<file path="src/rtl/bcrt_pkg.sv">
// ---------------------------------------------------------------------------
// bcrt_pkg
// Shared constants and types for the barrier clock ratio ticker.
// ---------------------------------------------------------------------------
package bcrt_pkg;

   localparam int MaxClients  = 16;
   localparam int IdWidth     = 4;
   localparam int CountWidth  = 5;
   localparam int PeriodWidth = 16;
   localparam int CycleWidth  = 64;
   localparam int DiffWidth   = 18;
   localparam int CsrIdxWidth = 3;
   localparam int CsrWidth    = 64;
   localparam int ReqDataWidth = 72;
   localparam int RspDataWidth = 136;

   typedef enum logic [CsrIdxWidth-1:0] {
      CsrNumClients = 3'd0,
      CsrFastPeriod = 3'd1,
      CsrSlowPeriod = 3'd2,
      CsrFastStart  = 3'd3,
      CsrSlowStart  = 3'd4
   } csr_index_type;

   typedef enum logic [3:0] {
      StOk         = 4'd0,
      StStale      = 4'd1,
      StDuplicate  = 4'd2,
      StRetry      = 4'd3,
      StBadId      = 4'd4,
      StFuture     = 4'd5,
      StNonePending = 4'd6,
      StNotLeader  = 4'd7,
      StBadConfig  = 4'd8
   } status_type;

   typedef enum logic {
      ReqMark   = 1'b0,
      ReqFinish = 1'b1
   } req_kind_type;

endpackage

</file>
<file path="src/rtl/barrier_clock_ratio_ticker.sv">
// ---------------------------------------------------------------------------
// barrier_clock_ratio_ticker
// Multi-controller barrier that advances a fast cycle counter and schedules
// fractional slow-clock ticks through a leader handshake.
// ---------------------------------------------------------------------------
// Usage:
//   req_* carries one request per item: tuser is the kind (mark or finish),
//   tdata the client id and the fast cycle being marked. rsp_* returns one
//   item per request with status, leader flag and both cycle counters as
//   they stand after that request.
//   csr_* writes a configuration register; any write to a known index also
//   reinitializes the barrier state from the registers. Write only while
//   no request is in flight.
//   Throughput: one item per cycle while the result is taken. A request
//   accepted on req_* sits in an input register and is resolved into the
//   result register, which drives rsp_*; the state update is a flag set,
//   a 64-bit compare and an 18-bit add in that one step.
//   While rsp_tready is low the result holds and one more request is taken
//   into the input register; then req_tready drops until the result moves.
//   Reset loads register defaults (one client, both periods 1 ps, counters
//   at zero), clears all flags and empties both registers.
// ---------------------------------------------------------------------------
module barrier_clock_ratio_ticker (
   input  logic                                  clock,
   input  logic                                  reset,
   // request channel
   input  logic                                  req_tvalid,
   output logic                                  req_tready,
   // [3:0] client_id, [67:4] fast_cycle, [71:68] zero
   input  logic [bcrt_pkg::ReqDataWidth-1:0]     req_tdata,
   // [0] req_type
   input  logic                                  req_tuser,
   // result channel
   output logic                                  rsp_tvalid,
   input  logic                                  rsp_tready,
   // [3:0] status, [4] is_leader, [68:5] fast_cycle_now,
   // [132:69] slow_cycle_now, [135:133] zero
   output logic [bcrt_pkg::RspDataWidth-1:0]     rsp_tdata,
   // configuration port
   input  logic                                  csr_we,
   input  logic [bcrt_pkg::CsrIdxWidth-1:0]      csr_index,
   input  logic [bcrt_pkg::CsrWidth-1:0]         csr_wdata
);
   import bcrt_pkg::*;

   // configuration registers
   logic [CountWidth-1:0]  num_clients_ff, num_clients_in;
   logic [PeriodWidth-1:0] fast_period_ff, fast_period_in;
   logic [PeriodWidth-1:0] slow_period_ff, slow_period_in;
   logic [CycleWidth-1:0]  fast_start_ff, fast_start_in;
   logic [CycleWidth-1:0]  slow_start_ff, slow_start_in;
   logic                   reinit;

   // barrier state
   logic [MaxClients-1:0]  flags_ff, flags_in;
   logic [CountWidth-1:0]  count_ff, count_in;
   logic signed [DiffWidth-1:0] diff_ff, diff_in;
   logic [CycleWidth-1:0]  fast_cnt_ff, fast_cnt_in;
   logic [CycleWidth-1:0]  slow_cnt_ff, slow_cnt_in;
   logic                   pending_ff, pending_in;
   logic [IdWidth-1:0]     leader_ff, leader_in;

   // input register
   logic                   s1_valid_ff, s1_valid_in;
   req_kind_type           s1_kind_ff;
   logic [IdWidth-1:0]     s1_id_ff;
   logic [CycleWidth-1:0]  s1_cycle_ff;

   // result register
   logic                   out_valid_ff, out_valid_in;
   status_type             out_status_ff, status_in;
   logic                   out_leader_ff, lead_in;

   logic advance;
   logic accept;
   logic cfg_ok;
   logic signed [DiffWidth-1:0] diff_add;

   assign advance    = s1_valid_ff && (!out_valid_ff || rsp_tready);
   assign req_tready = !s1_valid_ff || advance;
   assign accept     = req_tvalid && req_tready;

   assign s1_valid_in  = accept || (s1_valid_ff && !advance);
   assign out_valid_in = advance || (out_valid_ff && !rsp_tready);

   // configuration decode; a known index reloads the state from the registers
   always_comb begin
      num_clients_in = num_clients_ff;
      fast_period_in = fast_period_ff;
      slow_period_in = slow_period_ff;
      fast_start_in  = fast_start_ff;
      slow_start_in  = slow_start_ff;
      reinit         = 1'b0;
      if (csr_we) begin
         unique case (csr_index)
            CsrNumClients: begin
               num_clients_in = csr_wdata[CountWidth-1:0];
               reinit = 1'b1;
            end
            CsrFastPeriod: begin
               fast_period_in = csr_wdata[PeriodWidth-1:0];
               reinit = 1'b1;
            end
            CsrSlowPeriod: begin
               slow_period_in = csr_wdata[PeriodWidth-1:0];
               reinit = 1'b1;
            end
            CsrFastStart: begin
               fast_start_in = csr_wdata;
               reinit = 1'b1;
            end
            CsrSlowStart: begin
               slow_start_in = csr_wdata;
               reinit = 1'b1;
            end
            default: reinit = 1'b0;
         endcase
      end
   end

   assign cfg_ok = (num_clients_ff != '0)
                && (num_clients_ff <= CountWidth'(MaxClients))
                && (fast_period_ff != '0) && (slow_period_ff != '0)
                && (fast_period_ff <= slow_period_ff);

   assign diff_add = diff_ff + $signed({2'b00, fast_period_ff});

   // resolve the request in the input register
   always_comb begin
      flags_in    = flags_ff;
      count_in    = count_ff;
      diff_in     = diff_ff;
      fast_cnt_in = fast_cnt_ff;
      slow_cnt_in = slow_cnt_ff;
      pending_in  = pending_ff;
      leader_in   = leader_ff;
      status_in   = StOk;
      lead_in     = 1'b0;
      if (!cfg_ok) begin
         status_in = StBadConfig;
      end else if (s1_kind_ff == ReqMark) begin
         priority if ({1'b0, s1_id_ff} >= num_clients_ff) begin
            status_in = StBadId;
         end else if (s1_cycle_ff < fast_cnt_ff) begin
            status_in = StStale;
         end else if (s1_cycle_ff > fast_cnt_ff) begin
            status_in = StFuture;
         end else if (pending_ff) begin
            status_in = StRetry;
         end else if (flags_ff[s1_id_ff]) begin
            status_in = StDuplicate;
         end else if (count_ff + 1'b1 == num_clients_ff) begin
            // last mark: complete the barrier and advance fast time
            flags_in    = '0;
            count_in    = '0;
            fast_cnt_in = fast_cnt_ff + 1'b1;
            diff_in     = diff_add;
            if (diff_add > 0) begin
               pending_in = 1'b1;
               leader_in  = s1_id_ff;
               lead_in    = 1'b1;
            end
         end else begin
            flags_in[s1_id_ff] = 1'b1;
            count_in = count_ff + 1'b1;
         end
      end else begin
         priority if (!pending_ff) begin
            status_in = StNonePending;
         end else if (s1_id_ff != leader_ff) begin
            status_in = StNotLeader;
         end else begin
            diff_in     = diff_ff - $signed({2'b00, slow_period_ff});
            slow_cnt_in = slow_cnt_ff + 1'b1;
            pending_in  = 1'b0;
            leader_in   = '0;
         end
      end
   end

   always_ff @(posedge clock) begin
      if (reset) begin
         num_clients_ff <= CountWidth'(1);
         fast_period_ff <= PeriodWidth'(1);
         slow_period_ff <= PeriodWidth'(1);
         fast_start_ff  <= '0;
         slow_start_ff  <= '0;
         flags_ff       <= '0;
         count_ff       <= '0;
         diff_ff        <= '0;
         fast_cnt_ff    <= '0;
         slow_cnt_ff    <= '0;
         pending_ff     <= 1'b0;
         leader_ff      <= '0;
         s1_valid_ff    <= 1'b0;
         out_valid_ff   <= 1'b0;
      end else begin
         num_clients_ff <= num_clients_in;
         fast_period_ff <= fast_period_in;
         slow_period_ff <= slow_period_in;
         fast_start_ff  <= fast_start_in;
         slow_start_ff  <= slow_start_in;
         s1_valid_ff    <= s1_valid_in;
         out_valid_ff   <= out_valid_in;
         if (reinit) begin
            flags_ff    <= '0;
            count_ff    <= '0;
            diff_ff     <= '0;
            fast_cnt_ff <= fast_start_in;
            slow_cnt_ff <= slow_start_in;
            pending_ff  <= 1'b0;
            leader_ff   <= '0;
         end else if (advance) begin
            flags_ff    <= flags_in;
            count_ff    <= count_in;
            diff_ff     <= diff_in;
            fast_cnt_ff <= fast_cnt_in;
            slow_cnt_ff <= slow_cnt_in;
            pending_ff  <= pending_in;
            leader_ff   <= leader_in;
         end
      end
   end

   // payload registers
   always_ff @(posedge clock) begin
      if (accept) begin
         s1_kind_ff  <= req_kind_type'(req_tuser);
         s1_id_ff    <= req_tdata[IdWidth-1:0];
         s1_cycle_ff <= req_tdata[IdWidth +: CycleWidth];
      end
      if (advance) begin
         out_status_ff <= status_in;
         out_leader_ff <= lead_in;
      end
   end

   // counters only change when a result moves in or on a configuration reload, so they match the result
   assign rsp_tvalid = out_valid_ff;
   assign rsp_tdata  = {3'b000, slow_cnt_ff, fast_cnt_ff, out_leader_ff, out_status_ff};

endmodule
</file>
<file path="config.mk">
export PLATFORM = sky130hd
export DESIGN_NAME = barrier_clock_ratio_ticker
export DESIGN_NICKNAME = d
export VERILOG_FILES = /design/src/rtl/bcrt_pkg.sv /design/src/rtl/barrier_clock_ratio_ticker.sv
export SDC_FILE = /design/constraint.sdc
export NUM_CORES = 1
export LEC_CHECK = 0
export ABC_AREA = 0
export BUFFER_PORTS_ARGS = -buffer_cell sky130_fd_sc_hd__buf_2
export CAP_MARGIN = 30
export CORE_MARGIN = 8
export CORE_UTILIZATION = 40
export CTS_BUF_LIST = sky130_fd_sc_hd__clkbuf_8
export CTS_CLUSTER_SIZE = 16
export DETAILED_ROUTE_END_ITERATION = 16
export PLACE_DENSITY_LB_ADDON = 0.3
export SLEW_MARGIN = 0
export SYNTH_ARGS = -nofsm -noshare
export SYNTH_HDL_FRONTEND = slang
export SYNTH_SLANG_ARGS = --single-unit
</file>
<file path="constraint.sdc">
create_clock -name clock -period 4.7 [get_ports clock]
set_clock_uncertainty 0.15 [all_clocks]
set_input_delay 0.94 -clock clock [delete_from_list [all_inputs] [get_ports clock]]
set_output_delay 0.94 -clock clock [all_outputs]
set_load 0.1 [all_outputs]
</file>
==> metrics <==
launch instance of the worst min-delay path req_tdata[59]; power density over cell area between 300 and 400 nW/um^2; Critical Path Start fast_cnt_ff[59]$_SDFFE_PP0P_; switching part of the total power 31.5%; most area-consuming cells after synthesis dfxtp_1 31%, edfxtp_1 10%, mux2i_1 7.0%; number of gates on the worst path with buffers counted 12; cells along the critical path inv_1, ha_1, nand4_1, or3_1, or4_1, nor3_1, buf_4, or4b_2, nand2_1, buf_12, nor4_1, a2111oi_0; layout cell share with drive strength beyond 1 16.9%; relative contribution of combinational cells to total power 15.9%; result of the run completed; CTS tree yes; Worst Path Required 5.08 ns; Buffers & Inverters on Critical Path 3; number of DRC markers after the initial detailed-route iteration approximately 1,800; weighted congestion reported at the end of routability-driven placement 0.926; sum of routed wire length over all layers 79.5 mm; total global routing overflow 0; share of synthesized area spent on multiplexers 7.70%; number of remaining DRC errors 0; share of flip-flops with an asynchronous set or reset after synthesis 0%; clock net sink count 413; IO buf count approximately 280; count of endpoints failing setup in the final report 0; antenna violations before repair 16; number of global-route vias before repair roughly 21,000; switching power 2.74 mW; hold-fix buffer count after cts 0; post-DR vias/cell about 5.9; Setup Crit Path Kind flip-flop to flip-flop; wire length of the first global-routing pass 119 mm; largest driver fanout on the critical path 21; cell count of the worst hold path 1; crit share post-route 93.3%; pin count of the biggest net entering global routing between 80 and 90; critical path startpoint category flip-flop; signal arrival time at the worst endpoint around 4.8 ns; Yosys top cell by area dfxtp_1; largest family of logic cells by synthesized area simple AND/OR/NAND/NOR gates; kind of capture point of the worst setup path flip-flop; cell row count 86; Synth Area in Compound Gates 14.1%; DIE AREA 63,000 um^2; post-synthesis xor/xnor area fraction 2.22%; sequential-to-total area share from yosys stat 40.8%; clock slew at reported path FFs about 0.060 ns; RR Startpoint fast_cnt_ff[59]$_SDFFE_PP0P_; most used flip-flop cell after synthesis dfxtp_1; tightest slew margin relative to the limit 34.5%; flip-flop and latch count after synthesis 413; final hold violation count 0; TritonRoute pass-1 iters 6; detailed-route via count 21,100; count of flip-flops with a built-in enable after synthesis 74; type of the tightest min-delay check input pin to flip-flop; deepest clock path buffer count 3; Final nets 3,065; share of total power in the clock network between 40% and 50%; hold endpoint s1_cycle_ff[55]$_DFFE_PP_; fin. max-slew vios 0; number of synthesis warnings 0; starting density of the core 40.2%; Worst path top cell family by delay simple AND/OR/NAND/NOR gates; reg2reg setup slack 0.31 ns; count of unique library cells instantiated by Yosys 80; ports placed on the boundary 283; transition time at the pin with the least slew margin around 0.98 ns; Sequential Power Share 44.1%; drt wl/cell 22.3 um; Clock Latency Late Sink 0.66 ns; # H-tree levels 3; most common library cell in the layout ignoring fill and taps dfxtp_1; core region area approximately 55,000 um^2; clk root buf clkbuf_8; adder and majority gate portion of the synthesized area 6.92%; estimated wirelength of the detail-placed design 58.9 mm; area grow syn2layout 17.5%; average footprint of a synthesized cell between 8 and 9 um^2; Post-Route Utilization 47.3%; setup TNS 0 ns; FMAX 228 MHz; number of routed nets with antenna violations 0; GRT Total Usage 24.0%; floorplan die width 251 um; most frequent cells in the layout 339 x dfxtp_1, 274 x buf_2, 265 x nor2_1, 252 x nand2_1, 154 x mux2i_1; summed instance area of the synthesized netlist 22,100 um^2; TritonCTS buffer count 74; instance count of the mapped netlist 2,530; worst flop-to-flop path endpoint slow_cnt_ff[9]$_SDFFE_PP0P_; fraction of the mapped netlist area in simple logic gates 23.6%; max_cap viols 0; area share of the leading cell type in the synthesized netlist 30.7%; Max stage delay cell, worst path or4b_2; CP max stage delay 0.76 ns; height of the chip 251 um; shortest clock period the worst path allows after layout 4.39 ns; P_leak 10.6 nW; reg2reg path depth 12; RSZ-0062 raised after global routing no; internal power about 6.0 mW; worst supply voltage drop on vdd 0.204 mV
## logic make-up after synthesis
kind of cell	Yosys count
AO/OA/AOI/OAI	465
XOR/XNOR	56
adder cells (fa/ha/maj)	121
buffers and inverters	265
flip-flops	413
multiplexers	163
other	1
AND/OR/NAND/NOR	1046
## worst max-delay path by stage
stage	end	slack [ns]
floorplan	slow_cnt_ff[45]$_SDFFE_PP0P_	0.04
global placement	fast_cnt_ff[59]$_SDFFE_PP0P_	0.30
detailed placement	fast_cnt_ff[31]$_SDFFE_PP0P_	0.22
CTS	fast_cnt_ff[31]$_SDFFE_PP0P_	0.21
global route	slow_cnt_ff[45]$_SDFFE_PP0P_	0.09
finish	slow_cnt_ff[9]$_SDFFE_PP0P_	0.31
## stage by stage
stage | cells | area (um^2) | setup slack [ns] | hold slack (ns) | total power [mW]
final | 3569 | 25900 | 0.315 | 0.307 | 8.71
after global routing | 3564 | 25900 | 0.0928 | 0.265 | 9.04
after CTS | 3559 | 25900 | 0.205 | 0.255 | 8.77
after detailed placement | 3426 | 24400 | 0.225 | 0.304 | 5.29
after global placement | 3425 | 24400 | 0.303 | 0.294 | 5.26
after floorplan | 2532 | 22100 | 0.0429 | 0.285 | 4.85
## cell type report
cell class / count / area [um^2]
clock inverter: 41 / 240
inverter: 117 / 439
clock buffer: 92 / 1270
fill: 5341 / 28900
tap: 704 / 881
antenna: 9 / 22.5
multi-input combinational: 1854 / 12100
timing repair buffer: 339 / 1940
sequential: 413 / 9010
## routing by layer
metal,vias to the layer above,routed length (um),track usage [%]
met3,205,7200,7.12
met5,-,104,0
met4,16,3430,10.3
li1,9865,-,-
met1,10200,31400,28.7
met2,876,37300,40.0
## flip-flops by register name, summed over array words and instances, names as in the netlist, 4 cells and up
name            flops
count_ff            5
diff_ff            18
fast_cnt_ff        64
fast_period_ff     16
fast_start_ff      64
flags_ff           16
leader_ff           4
num_clients_ff      5
out_status_ff       4
s1_cycle_ff        64
s1_id_ff            4
slow_cnt_ff        64
slow_period_ff     16
slow_start_ff      64
## synthesized netlist by cell type (all sizes together), types with 6 or more instances
cell type  count
and4          18
mux2i        154
and3          35
nand4         96
ha           119
o22ai         20
nor4b         14
edfxtp        74
nor3          69
nand3        106
o32ai          6
or2            8
buf           19
a2111oi       13
nand2b        19
dfxtp        339
o211ai        47
xnor2         38
a211oi        38
nor2b         11
clkbuf       129
and2          21
o21ai         55
a21oi        139
a21o          16
xor2          18
a31oi         20
o221ai         8
or3           15
a311o         12
inv          116
nor4          75
or4           23
o21a          25
nor2         267
o311ai         6
nand2        255
## timing repair
action                     CTS  global route
setup endpoints to repair    0            15
setup buffers                0             0
resized for setup            0             4
## power groups by stage
stage	sequential (mW)	clock, mW	combinational, mW
after floorplan	4.29	0	0.562
after global placement	3.91	0	1.35
after detailed placement	3.92	0	1.38
after CTS	3.84	3.55	1.38
after global routing	3.86	3.70	1.48
final	3.84	3.48	1.39
## worst register-to-register path: cells and delay by family, from the launching register on
| kind | cells | cell delay (ns) |
|---|---|---|
| adder cells (fa/ha/maj) | 1 | 0.32 |
| flip-flops | 1 | 0.38 |
| buffers and inverters | 3 | 0.48 |
| AND/OR/NAND/NOR | 7 | 2.61 |
| AO/OA/AOI/OAI | 1 | 0.34 |
Note: power is estimated with default switching activity, not from simulation.
